File: src/rtl/core/brle_pkg.sv
// ----------------------------------------------------------------------------
// brle_pkg
// Shared types and constants of the byte run-length encoder.
// ----------------------------------------------------------------------------
package brle_pkg;

  localparam int CNT_W      = 7;    // packet byte count
  localparam int WORD_W     = 64;   // result word
  localparam int WCNT_W     = 4;    // bytes in a result word
  localparam int LEN_W      = 8;    // packet length including header

  localparam logic [7:0]       LIT_FLAG = 8'h80;
  localparam logic [CNT_W-1:0] RUN_MIN  = 7'd3;

  typedef enum logic [0:0] {
    ST_IDLE,
    ST_EMIT
  } state_t;

  // packet queued for output
  typedef struct packed {
    logic             run;
    logic [7:0]       hdr;
    logic [7:0]       run_byte;
    logic [LEN_W-1:0] len;
  } emit_t;

endpackage

File: src/rtl/core/brle_ifs.sv
// ----------------------------------------------------------------------------
// brle_ifs
// Valid/ready channels of the byte run-length encoder.
// ----------------------------------------------------------------------------
interface brle_in_if;
  logic       valid;
  logic       ready;
  logic       action;
  logic [7:0] in_byte;

  modport source (output valid, action, in_byte, input ready);
  modport sink   (input valid, action, in_byte, output ready);
endinterface

interface brle_out_if;
  logic                            valid;
  logic                            ready;
  logic [brle_pkg::WORD_W-1:0]     out_word;
  logic [brle_pkg::WCNT_W-1:0]     out_count;
  logic                            packet_end;

  modport source (output valid, out_word, out_count, packet_end, input ready);
  modport sink   (input valid, out_word, out_count, packet_end, output ready);
endinterface

File: src/rtl/core/byte_run_length_encoder_unit.sv
// An item that closes no packet leaves the unit idle; in_ch.ready stays high.
// An item that emits a packet drops in_ch.ready while it goes out: a literal of n bytes as
// ceil((n+1)/BYTES_PER_WORD) words, a run as one, one result word per cycle while out_ch.ready is high.
// Literal bytes come from a row memory of BYTES_PER_WORD bytes, one row read per word.
// Reset (rst, synchronous) empties the open packet; the byte memory is not cleared,
// and a row can be read before all of its bytes have been written.
// ----------------------------------------------------------------------------
// byte_run_length_encoder_unit
// Packs a byte stream into literal and run packets and sends each packet
// as a series of words.
// ----------------------------------------------------------------------------
module byte_run_length_encoder_unit #(
  parameter int MAX_PACKET_COUNT = 127,
  parameter int BYTES_PER_WORD   = 8
) (
  input  logic              clk,
  input  logic              rst,
  brle_in_if.sink           in_ch,
  brle_out_if.source        out_ch
);

  localparam int ROWS   = MAX_PACKET_COUNT / BYTES_PER_WORD + 1;
  localparam int ROW_W  = (ROWS > 1) ? $clog2(ROWS) : 1;
  localparam int LANE_W = (BYTES_PER_WORD > 1) ? $clog2(BYTES_PER_WORD) : 1;
  localparam int CW     = brle_pkg::CNT_W;
  localparam int LW     = brle_pkg::LEN_W;

  // state
  brle_pkg::state_t  state, state_next;
  logic              run_mode;
  logic [CW-1:0]     packet_count;
  logic [7:0]        first_byte;   // entry 0, the run byte in run mode
  logic [7:0]        last1, last2; // last two literal bytes
  logic [ROW_W-1:0]  pos_row;
  logic [LANE_W-1:0] pos_lane;

  // byte memory, one row per output word
  logic [BYTES_PER_WORD-1:0][7:0] mem [ROWS];
  logic [BYTES_PER_WORD-1:0][7:0] rd_q;

  // step results
  logic              in_acc, out_acc;
  logic              step_emit;
  brle_pkg::emit_t   step_pkt;
  logic              step_run;
  logic [CW-1:0]     step_cnt;
  logic [7:0]        step_first, step_last1, step_last2;
  logic              step_wr;
  logic [ROW_W-1:0]  step_row;
  logic [LANE_W-1:0] step_lane;
  logic              lane_wrap;
  logic [ROW_W-1:0]  row_inc;
  logic [LANE_W-1:0] lane_inc;

  // emission
  brle_pkg::emit_t   pkt;
  logic [LW-1:0]     rem;
  logic              first_word;
  logic [ROW_W-1:0]  rd_row;
  logic [7:0]        carry;
  logic              word_last;
  logic [brle_pkg::WCNT_W-1:0] word_cnt;
  logic [BYTES_PER_WORD-1:0][7:0] src;
  logic [brle_pkg::WORD_W-1:0]    word;

  // write held back while a packet drains
  logic              dw_en;
  logic [ROW_W-1:0]  dw_row;
  logic [LANE_W-1:0] dw_lane;
  logic [7:0]        dw_data;

  // memory ports
  logic              mem_we;
  logic [ROW_W-1:0]  mem_wrow;
  logic [LANE_W-1:0] mem_wlane;
  logic [7:0]        mem_wdata;
  logic              mem_re;
  logic [ROW_W-1:0]  mem_rrow;

  assign in_acc  = in_ch.valid && in_ch.ready;
  assign out_acc = out_ch.valid && out_ch.ready;

  // next state
  always_comb begin
    state_next = state;
    case (state)
      brle_pkg::ST_IDLE: begin
        if (in_acc && step_emit) state_next = brle_pkg::ST_EMIT;
      end
      brle_pkg::ST_EMIT: begin
        if (out_acc && word_last) state_next = brle_pkg::ST_IDLE;
      end
      default: state_next = brle_pkg::ST_IDLE;
    endcase
  end

  // handshake outputs
  always_comb begin
    in_ch.ready  = 1'b0;
    out_ch.valid = 1'b0;
    case (state)
      brle_pkg::ST_IDLE: in_ch.ready  = 1'b1;
      brle_pkg::ST_EMIT: out_ch.valid = 1'b1;
      default: begin
        in_ch.ready  = 1'b0;
        out_ch.valid = 1'b0;
      end
    endcase
  end

  // encoding step for one item
  always_comb begin
    logic [CW-1:0] c;
    logic          r;
    logic          b_eq_first;
    logic          triple3;
    logic [7:0]    b;

    b          = in_ch.in_byte;
    c          = packet_count;
    r          = run_mode;
    b_eq_first = (b == first_byte);
    triple3    = (first_byte == last2) && (last2 == last1);

    step_emit         = 1'b0;
    step_pkt.run      = run_mode;
    step_pkt.hdr      = run_mode ? {1'b0, packet_count} : (brle_pkg::LIT_FLAG | {1'b0, packet_count});
    step_pkt.run_byte = first_byte;
    step_pkt.len      = run_mode ? LW'(2) : ({1'b0, packet_count} + LW'(1));
    step_run          = run_mode;
    step_cnt          = packet_count;
    step_first        = first_byte;
    step_last1        = last1;
    step_last2        = last2;
    step_wr           = 1'b0;
    step_row          = pos_row;
    step_lane         = pos_lane;

    if (in_ch.action) begin
      step_emit = 1'b1;
      step_run  = 1'b0;
      step_cnt  = '0;
    end else begin
      // full packet goes out first, then an empty literal
      if (packet_count >= CW'(MAX_PACKET_COUNT)) begin
        step_emit = 1'b1;
        c         = '0;
        r         = 1'b0;
        step_run  = 1'b0;
        step_row  = '0;
        step_lane = '0;
      end

      if ((c < brle_pkg::RUN_MIN) ||
          ((c == brle_pkg::RUN_MIN) && !r && !triple3)) begin
        step_wr    = 1'b1;
        step_cnt   = c + CW'(1);
        step_last1 = b;
        step_last2 = last1;
        if (c == '0) step_first = b;
      end else if (r || (c == brle_pkg::RUN_MIN)) begin
        if (!b_eq_first) begin
          // run broken: send it, open a literal with this byte
          step_emit         = 1'b1;
          step_pkt.run      = 1'b1;
          step_pkt.hdr      = {1'b0, c};
          step_pkt.run_byte = first_byte;
          step_pkt.len      = LW'(2);
          step_run          = 1'b0;
          step_cnt          = CW'(1);
          step_first        = b;
          step_last1        = b;
          step_wr           = 1'b1;
          step_row          = '0;
          step_lane         = '0;
        end else begin
          step_run = 1'b1;
          step_cnt = c + CW'(1);
        end
      end else begin
        step_wr    = 1'b1;
        step_cnt   = c + CW'(1);
        step_last1 = b;
        step_last2 = last1;
        if ((b == last1) && (last1 == last2)) begin
          // three equal bytes at the tail: send the rest, start a run
          step_emit         = 1'b1;
          step_pkt.run      = 1'b0;
          step_pkt.hdr      = brle_pkg::LIT_FLAG | {1'b0, c - CW'(2)};
          step_pkt.len      = {1'b0, c} - LW'(1);
          step_run          = 1'b1;
          step_first        = b;
          step_cnt          = brle_pkg::RUN_MIN;
        end
      end
    end
  end

  // next append position
  assign lane_wrap = (step_lane == LANE_W'(BYTES_PER_WORD - 1));
  assign row_inc   = lane_wrap ? step_row + ROW_W'(1) : step_row;
  assign lane_inc  = lane_wrap ? '0 : step_lane + LANE_W'(1);

  // output word
  always_comb begin
    for (int k = 0; k < BYTES_PER_WORD; k++) begin
      src[k] = pkt.run ? pkt.run_byte : rd_q[k];
    end
  end

  assign word_last = (rem <= LW'(BYTES_PER_WORD));
  assign word_cnt  = word_last ? rem[brle_pkg::WCNT_W-1:0] : brle_pkg::WCNT_W'(BYTES_PER_WORD);

  for (genvar k = 0; k < 8; k++) begin : g_byte
    if (k == 0) begin : g_head
      assign word[7:0] = first_word ? pkt.hdr : carry;
    end else if (k < BYTES_PER_WORD) begin : g_data
      assign word[8*k +: 8] = (brle_pkg::WCNT_W'(k) < word_cnt) ? src[k-1] : 8'h00;
    end else begin : g_zero
      assign word[8*k +: 8] = 8'h00;
    end
  end

  assign out_ch.out_word   = word;
  assign out_ch.out_count  = word_cnt;
  assign out_ch.packet_end = word_last;

  // memory port selection
  always_comb begin
    mem_we    = 1'b0;
    mem_wrow  = step_row;
    mem_wlane = step_lane;
    mem_wdata = in_ch.in_byte;
    mem_re    = 1'b0;
    mem_rrow  = '0;
    if (state == brle_pkg::ST_IDLE) begin
      mem_we = in_acc && step_wr && !step_emit;
      mem_re = in_acc && step_emit;
    end else begin
      mem_wrow  = dw_row;
      mem_wlane = dw_lane;
      mem_wdata = dw_data;
      mem_we    = out_acc && word_last && dw_en;
      mem_re    = out_acc && !word_last;
      mem_rrow  = rd_row + ROW_W'(1);
    end
  end

  always_ff @(posedge clk) begin
    if (mem_we) mem[mem_wrow][mem_wlane] <= mem_wdata;
    if (mem_re) rd_q <= mem[mem_rrow];
  end

  // control registers
  always_ff @(posedge clk) begin
    if (rst) begin
      state        <= brle_pkg::ST_IDLE;
      run_mode     <= 1'b0;
      packet_count <= '0;
      pos_row      <= '0;
      pos_lane     <= '0;
      dw_en        <= 1'b0;
    end else begin
      state <= state_next;
      if (in_acc) begin
        run_mode     <= step_run;
        packet_count <= step_cnt;
        if (step_wr) begin
          pos_row  <= row_inc;
          pos_lane <= lane_inc;
        end else if (in_ch.action) begin
          pos_row  <= '0;
          pos_lane <= '0;
        end
        dw_en <= step_wr && step_emit;
      end else if (mem_we && (state == brle_pkg::ST_EMIT)) begin
        dw_en <= 1'b0;
      end
    end
  end

  // payload registers
  always_ff @(posedge clk) begin
    if (in_acc) begin
      first_byte <= step_first;
      last1      <= step_last1;
      last2      <= step_last2;
      dw_row     <= step_row;
      dw_lane    <= step_lane;
      dw_data    <= in_ch.in_byte;
      if (step_emit) begin
        pkt        <= step_pkt;
        rem        <= step_pkt.len;
        first_word <= 1'b1;
        rd_row     <= '0;
      end
    end else if (out_acc && !word_last) begin
      rem        <= rem - LW'(BYTES_PER_WORD);
      first_word <= 1'b0;
      carry      <= src[BYTES_PER_WORD-1];
      rd_row     <= rd_row + ROW_W'(1);
    end
  end

  // checks
  a_count_range: assert property (@(posedge clk) disable iff (rst)
    packet_count <= CW'(MAX_PACKET_COUNT))
    else $error("packet count above limit");

  a_run_min: assert property (@(posedge clk) disable iff (rst)
    run_mode |-> (packet_count >= brle_pkg::RUN_MIN))
    else $error("run shorter than three bytes");

  a_word_count: assert property (@(posedge clk) disable iff (rst)
    out_ch.valid |-> (out_ch.out_count != '0) &&
                     (out_ch.out_count <= brle_pkg::WCNT_W'(BYTES_PER_WORD)))
    else $error("word byte count out of range");

  a_back_to_idle: assert property (@(posedge clk) disable iff (rst)
    (out_acc && out_ch.packet_end) |=> in_ch.ready && !out_ch.valid)
    else $error("encoder not idle after packet end");

endmodule

File: src/flat_wrapper.sv
// flat-port wrapper written by rule: the top's interface ports become plain ports
module byte_run_length_encoder_unit_flat 
#(
  parameter int MAX_PACKET_COUNT = 127,
  parameter int BYTES_PER_WORD   = 8
)
  (clk, rst, in_ch_valid, in_ch_action, in_ch_in_byte, in_ch_ready, out_ch_valid, out_ch_out_word, out_ch_out_count, out_ch_packet_end, out_ch_ready);
  brle_in_if in_ch_i ();
  brle_out_if out_ch_i ();
  input  logic clk;
  input  logic rst;
  input wire logic [$bits(in_ch_i.valid)-1:0] in_ch_valid;
  input wire logic [$bits(in_ch_i.action)-1:0] in_ch_action;
  input wire logic [$bits(in_ch_i.in_byte)-1:0] in_ch_in_byte;
  output wire logic [$bits(in_ch_i.ready)-1:0] in_ch_ready;
  output wire logic [$bits(out_ch_i.valid)-1:0] out_ch_valid;
  output wire logic [$bits(out_ch_i.out_word)-1:0] out_ch_out_word;
  output wire logic [$bits(out_ch_i.out_count)-1:0] out_ch_out_count;
  output wire logic [$bits(out_ch_i.packet_end)-1:0] out_ch_packet_end;
  input wire logic [$bits(out_ch_i.ready)-1:0] out_ch_ready;
  assign in_ch_i.valid = in_ch_valid;
  assign in_ch_i.action = in_ch_action;
  assign in_ch_i.in_byte = in_ch_in_byte;
  assign in_ch_ready = in_ch_i.ready;
  assign out_ch_valid = out_ch_i.valid;
  assign out_ch_out_word = out_ch_i.out_word;
  assign out_ch_out_count = out_ch_i.out_count;
  assign out_ch_packet_end = out_ch_i.packet_end;
  assign out_ch_i.ready = out_ch_ready;
  byte_run_length_encoder_unit #(.MAX_PACKET_COUNT(MAX_PACKET_COUNT), .BYTES_PER_WORD(BYTES_PER_WORD)) u_core (.clk(clk), .rst(rst), .in_ch(in_ch_i), .out_ch(out_ch_i));
endmodule
File: config.mk
export PLATFORM = sky130hd
export DESIGN_NAME = byte_run_length_encoder_unit_flat
export DESIGN_NICKNAME = d
export VERILOG_FILES = /design/src/rtl/core/brle_pkg.sv /design/src/rtl/core/brle_ifs.sv /design/src/rtl/core/byte_run_length_encoder_unit.sv /design/src/flat_wrapper.sv
export SDC_FILE = /design/constraint.sdc
export NUM_CORES = 2
export LEC_CHECK = 0
export ABC_AREA = 1
export BUFFER_PORTS_ARGS = -buffer_cell sky130_fd_sc_hd__buf_2
export CAP_MARGIN = 25
export CORE_MARGIN = 3
export CORE_UTILIZATION = 35
export DETAILED_ROUTE_END_ITERATION = 6
export HOLD_SLACK_MARGIN = 0.15
export PLACE_DENSITY = 0.59
export REMOVE_ABC_BUFFERS = 1
export SLEW_MARGIN = 10
export SYNTH_ARGS = -nofsm -noshare
export SYNTH_HDL_FRONTEND = slang
export SYNTH_SLANG_ARGS = --single-unit
File: constraint.sdc
create_clock -name clk -period 14.7 [get_ports clk]
set_clock_uncertainty 0.05 [all_clocks]
set_input_delay 1.47 -clock clk [delete_from_list [all_inputs] [get_ports clk]]
set_output_delay 1.47 -clock clk [all_outputs]
set_load 0.02 [all_outputs]
**Word-level counts from Yosys, hierarchy flattened**

Memories as Yosys holds them, arrays and structs flattened. A register that Yosys moved wholly into a read port is not among the register bits.
Cells that the tools add are included.

- Add/subtract/negate cells: 8
- Magnitude comparators: 12
- Equal/unequal tests: 11
- Multiplexer cells: 102
- Bitwise operators: 3
- Reductions and logical operators: 33

Operators by type and width:

| kind | count |
|---|---|
| 8-bit 2-to-1 mux | 35 |
| 25-bit 2-to-1 mux | 3 |
| 64-bit 2-to-1 mux | 1 |
| 4-bit 2-to-1 mux | 14 |
| 7-bit 2-to-1 mux | 7 |
| 8-bit equality test | 5 |
| 1-bit 2-to-1 mux | 29 |
| 3-bit 2-to-1 mux | 9 |
| 8-bit demux with 3-bit select | 1 |
| 9-bit 2-to-1 mux | 2 |
| 3-bit by 4-bit less-than comparator with 1-bit output, first input constant | 4 |
| 1-bit logical AND | 15 |
| 4-bit by 1-bit adder with 4-bit output, second input constant | 2 |
| 7-bit by 1-bit adder with 8-bit output, second input constant | 1 |
| 8-bit by 4-bit <= comparator with 1-bit output, second input constant | 1 |
| 2-bit by 4-bit less-than comparator with 1-bit output, first input constant | 2 |
| 2-bit AND reduction | 4 |
| 7-bit by 1-bit subtractor with 8-bit output, second input constant | 1 |
| 8-bit by 4-bit subtractor with 8-bit output, second input constant | 1 |
| 7-bit by 1-bit adder with 7-bit output, second input constant | 1 |
| 7-bit by 2-bit equality test with 1-bit output, second input constant | 1 |
| 7-bit >= comparator, second input constant | 1 |
| 7-bit logical NOT | 1 |
| 7-bit by 2-bit less-than comparator with 1-bit output, second input constant | 1 |
| other kinds (17) | 27 |

- Register bits after elaboration: 94
- Memory bits (writable): 1024
- Bits of input ports: 13
- Output and inout port bits: 71
- Logic and storage cells: 189
- Memories kept: 1

Memories:

| memory | depth | width | read ports | clocked after Yosys merged registers in | write ports | line | RTL |
|---|---|---|---|---|---|---|---|
| u_core.mem | 16 | 64 | 1 | 1 | 1 | byte_run_length_encoder_unit.sv:38 | `logic [BYTES_PER_WORD-1:0][7:0] mem [ROWS];` |

**Depth between registers and ports, before layout**

- Word-level depth: 15
- Depth in mapped cells: 22
- Gate-level depth less buffers: 22

**Worst setup path before layout**

OpenSTA, ideal clock, no wires.

- Path type: input-to-reg
- Start point: input port in_ch_in_byte[0]
- End point: memory u_core.mem[0][0] (netlist name) (data pin)
- Library setup time: 1.197 ns
- Arrival time: 6.505 ns
- Required time: 13.453 ns
- Slack: 6.948 ns
- Cell stages on the path: 2
- Buffers on the path: 0
- Cell sequence: inv_1 o21ai_0

- Cells in the longest elaborated chain, start to end: 1

Ends and longest elaborated chain:

| item | line | RTL |
|---|---|---|
| start, declared | flat_wrapper.sv:14 | `input wire logic [$bits(in_ch_i.in_byte)-1:0] in_ch_in_byte;` |
| 8-bit 2-to-1 mux | byte_run_length_encoder_unit.sv:236 | `if (state == brle_pkg::ST_IDLE) begin` |
| named net u_core.mem_wdata[0] | byte_run_length_encoder_unit.sv:76 | `logic [7:0] mem_wdata;` |
| end, declared | byte_run_length_encoder_unit.sv:38 |  |

The timed path passes the listed nets, and every way through them passes these cells.

**Final worst setup path**

- Start point: register u_core.rem[6]
- End point: output port out_ch_out_word[35]

- Cells in the longest elaborated chain, start to end: 4

Ends and longest elaborated chain:

| item | line | RTL |
|---|---|---|
| start, declared | byte_run_length_encoder_unit.sv:57 | `logic [LW-1:0] rem;` |
| start signal, assigned | byte_run_length_encoder_unit.sv:293 | `rem <= step_pkt.len;` |
| start signal, assigned | byte_run_length_encoder_unit.sv:298 | `rem <= rem - LW'(BYTES_PER_WORD);` |
| 8-bit by 4-bit <= comparator with 1-bit output | byte_run_length_encoder_unit.sv:211 | `assign word_last = (rem <= LW'(BYTES_PER_WORD));` |
| 4-bit 2-to-1 mux | byte_run_length_encoder_unit.sv:212 | `assign word_cnt = word_last ? rem[brle_pkg::WCNT_W-1:0] : brle_pkg::WCNT_W'(BYTES_PER_WORD);` |
| 3-bit by 4-bit less-than comparator with 1-bit output | byte_run_length_encoder_unit.sv:218 | `assign word[8*k +: 8] = (brle_pkg::WCNT_W'(k) < word_cnt) ? src[k-1] : 8'h00;` |
| 8-bit 2-to-1 mux | byte_run_length_encoder_unit.sv:218 |  |
| end, declared | flat_wrapper.sv:17 | `output wire logic [$bits(out_ch_i.out_word)-1:0] out_ch_out_word;` |

No other way between the ends.

==> metrics.md <==
| Metric | Value |
|---|---|
| Top_reg_cell synth | `edfxtp_1` |
| Max_slew headroom | `25.8%` |
| FP Rows | `135` |
| Combinational share of power | `7.4%` |
| DR vias | `31700` |
| Routed WL | `136 mm` |
| Remaining DRCs | `0` |
| Hold Fails Final Rpt | `0` |
| Max clock buf depth | `3` |
| Die Height | `378 um` |
| Register area share after synthesis | `72.8%` |
| Top cell by count, worst path | `nor2_1` |
| Yosys reg bits | `1182` |
| Layout cells sized above 1 | `9.28%` |
| Largest family of logic cells by synthesized area | `simple AND/OR/NAND/NOR gates` |
| Clock power frac | `41.0%` |
| Hold Path Stages | `2` |
| Peak supply drop | `0.0918 mV` |
| Worst Tran Pin Value | `1.11 ns` |
| Initial DRT Pass Iterations | `6` |
| Min-delay src | `u_core.pos_row[2]` |
| Global-route wire length before repair | `201 mm` |
| Max stage delay cell, worst path | `a21oi_1` |
| Critical Path Sink Type | `primary output` |
| CTS H-Tree Depth | `3` |
| Share of the synthesized area in the top cell type | `72.1%` |
| R2r endpoint | `u_core.rd_q[16]` |
| Synth Warn # | `0` |
| Initial Util | `35.6%` |
| Worst r2r src | `u_core.state` |
| Sw frac | `23.5%` |
| Avg Vias per Cell | `5.36` |
| WL met2 | `60.8 mm` |
| Gpl congestion | `0.848` |
| Worst path cell trace | `nor2_1 -> nand2_1 -> nor2_1 -> inv_1 -> o21ai_1 -> nand2_1 -> inv_1 -> nor2_1 -> buf_4 -> a21oi_1 -> a21oi_1 -> nor2_1 -> buf_2` |
| Max-cap viol count | `0` |
| WL met3 | `11.1 mm` |
| Most common cell in the synthesized netlist | `nor2_1` |
| Net switching power | `1.74 mW` |
| Pwr/cell area | `135 mW/mm2` |
| Dpl cells | `5698` |
| Post-Synth XOR/XNOR Area | `0.289%` |
| Post-Syn Instances | `4026` |
| Avg Cell Area, Syn | `12.1 um2` |
| Compound-gate portion of the synthesized area | `8.75%` |
| Highest routed layer | `met4` |
| CP delay by family, top | `compound AO/OA/AOI/OAI gates` |
| Synth Cell Area | `0.0485 mm2` |
| Initial antenna violation count | `2` |
| Leak | `18.4 nW` |
| Core area | `0.136 mm2` |
| Cell count of the worst reg-to-reg path | `11` |
| Die area | `0.143 mm2` |
| Area contributors post-synth | `edfxtp_1 (72%), nor2_1 (9.5%), o311ai_0 (4.3%)` |
| Status | `finished clean` |
| Number of synthesized flops with an enable pin | `1165` |
| Post-synthesis simple-gate area fraction | `14.7%` |
| CTS Sinks | `1182` |
| Pins over their slew limit | `0` |
| Startpoint type of the worst setup path | `register` |
| CTS tree | `built` |
| Root Buffer Master | `clkbuf_16` |
| Post-synthesis mux area share | `0.186%` |
| R2R setup slack | `9.44 ns` |
| HPWL after detailed placement | `79.6 mm` |
| Final ANT Viol Nets | `0` |
| Met1 wire length | `60.6 mm` |
| Peak Freq | `0.178 GHz` |
| Initial drt markers | `3979` |
| P_int | `5.65 mW` |
| Yosys top cell by area | `edfxtp_1` |
| Hold Buf Count CTS | `0` |
| Largest net degree at the start of global routing | `252` |
| Setup violators final | `0` |
| Required time of the critical path | `13.18 ns` |
| Nets | `4061` |
| Area occupied by multi-input gates | `0.0119 mm2` |
| Post-CTS sizing | `0` |
| Vias in the first global route | `30300` |
| Grt total ovfl | `0` |
| Final std cells w/o fill | `5920` |
| Buffers & Inverters on Critical Path | `4` |
| Worst hold path type | `reg2reg` |
| Wire length per cell | `23.0 um` |
| Synth Area in Adders | `0.284%` |
| Horiz. Die Dim | `378 um` |
| Netlist cell types | `45` |
| Fillers | `12800` |
| Clock transition at the registers of the reported paths | `0.06 ns` |
| Total track usage | `18.7%` |
| Port Buf Inserts | `83` |
| Min Tclk post-route | `5.61 ns` |
| Synthesis-to-finish area growth | `12.9%` |
| Io pins | `84` |
| Top post-synthesis cells by count | `nor2_1 (1224), edfxtp_1 (1165), nand2_1 (381), o21ai_0 (282), o311ai_0 (237)` |
| Hold slack final | `0.421 ns` |
| CP Data Arrival Time | `4.09 ns` |
| Number of CTS-inserted buffers | `118` |
| Register area | `0.0353 mm2` |
| RSZ-0062 raised after global routing | `false` |
| Asr flop ratio synth | `0%` |
| Hold Path End | `u_core.pos_row[2]` |
| CP max stage delay | `0.74 ns` |
| Final worst path period share | `38.1%` |
| CP Max Fanout | `11` |
| Sequential Power Share | `51.5%` |
| CP Class | `reg2out` |
| Clock latency on the worst-skew pair | `0.70 ns` |
| Post-CTS setup buffers | `0` |
-- sequential cells by signal (all words and copies together) (netlist names) --
name                 cells
u_core.mem            1024
u_core.pkt              17
u_core.pos_lane          3
u_core.pos_row           4
u_core.rem               8
u_core.first_word        1
u_core.rd_q             64
u_core.dw_lane           3
u_core.packet_count      7
u_core.carry             8
u_core.last1             8
u_core.first_byte        8
u_core.dw_data           8
u_core.run_mode          1
u_core.dw_en             1
u_core.dw_row            4
u_core.rd_row            4
u_core.state             1
u_core.last2             8
-- routing by layer --
layer	vias up	GRT usage [%]
li1	14500	-
met1	15500	27.3
met2	1485	28.6
met3	231	3.02
met4	0	5.54
met5	-	0
-- per-stage QoR --
stage	worst slack (ns)	TNS, ns	utilization, %	cell area (um2)	total power [mW]
floorplan	-7.45	-476.19	-	47600	4.21
global placement	9.40	0	37.2	50700	4.42
detailed placement	9.39	0	37.3	50900	4.43
CTS	9.05	0	40.1	54800	7.42
global route	8.87	0	40.1	54800	7.61
finish	9.09	0	40.1	54800	7.39
-- placed cells by master, fill, tap and decap left out, types with 5 or more instances in the layout --
cell type   netlist  final
nor2_1         1224   1221
edfxtp_1       1165   1165
nand2_1         381    378
o21ai_0         282    275
o311ai_0        237    237
nand3_1         135    135
inv_1           126    124
clkbuf_16         0    119
buf_2             0     83
a21oi_1          52     52
buf_4             0     37
clkinv_2          0     30
clkinv_1          2     28
o211ai_1         19     19
dfxtp_1          17     17
o32ai_1          15     15
bufinv_16         0     15
clkbuf_1        208     13
ha_1             11     11
inv_2            11     10
nor2_2            9      9
xor2_1            9      9
o21ai_1           8      8
nand2_4           5      8
mux2_2            8      8
nand2_2           7      7
xnor2_1           7      7
nor3_1            7      7
nand4_1           7      7
a31oi_1           7      7
o21ai_4           0      7
nor2_4            3      6
o22ai_1           6      6
inv_6             0      5
or2_2             5      5
clkinvlp_4        0      5
clkinv_4          0      5
buf_16            0      5
-- cell type report --
class | instances | area share (%)
sequential | 1182 | 64.5
multi-input combinational | 2467 | 21.6
clock buffer | 132 | 5.53
tap | 1781 | 4.07
timing repair buffer | 129 | 1.65
clock inverter | 88 | 1.60
inverter | 139 | 0.992
antenna | 2 | 0.00914
-- how the worst max path moves through the flow --
stage	start	endpoint	slack (ns)	depth (start not counted)
4_1_cts	u_core.rem[6]	out_ch_out_word[35]	9.05	13
5_1_grt	u_core.rem[6]	out_ch_out_word[39]	8.87	13
6_report	u_core.rem[6]	out_ch_out_word[35]	9.09	13
2_1_floorplan	u_core.state	u_core.rd_q[11]	-7.45	7
3_3_place_gp	in_ch_in_byte[2]	u_core.mem[7][24]	9.40	15
3_5_place_dp	in_ch_in_byte[2]	u_core.mem[10][24]	9.39	16
-- worst min-delay path: cells and delay by family (launching register included) --
| family | cells | cell delay, ns |
|---|---|---|
| flops | 1 | 0.31 |
| compound gates | 1 | 0.06 |
| simple gates | 1 | 0.06 |
-- power by group through the flow --
stage / registers (mW) / logic [mW] / clock network, mW
finish: 3.81 / 0.550 / 3.03
global route: 3.81 / 0.598 / 3.21
CTS: 3.81 / 0.551 / 3.07
detailed placement: 3.88 / 0.549 / 0
global placement: 3.88 / 0.544 / 0
floorplan: 3.90 / 0.313 / 0
-- kinds of logic (layout without fill, tap and decap cells) --
group / Yosys count / in the layout
xor+xnor: 16 / 16
buf+inv: 377 / 488
simple gates: 1794 / 1794
compound gates: 638 / 638
other cells: 0 / 2
flops: 1182 / 1182
fa+ha+maj: 11 / 11
mux: 8 / 8
(Power assumes the default switching activity.)
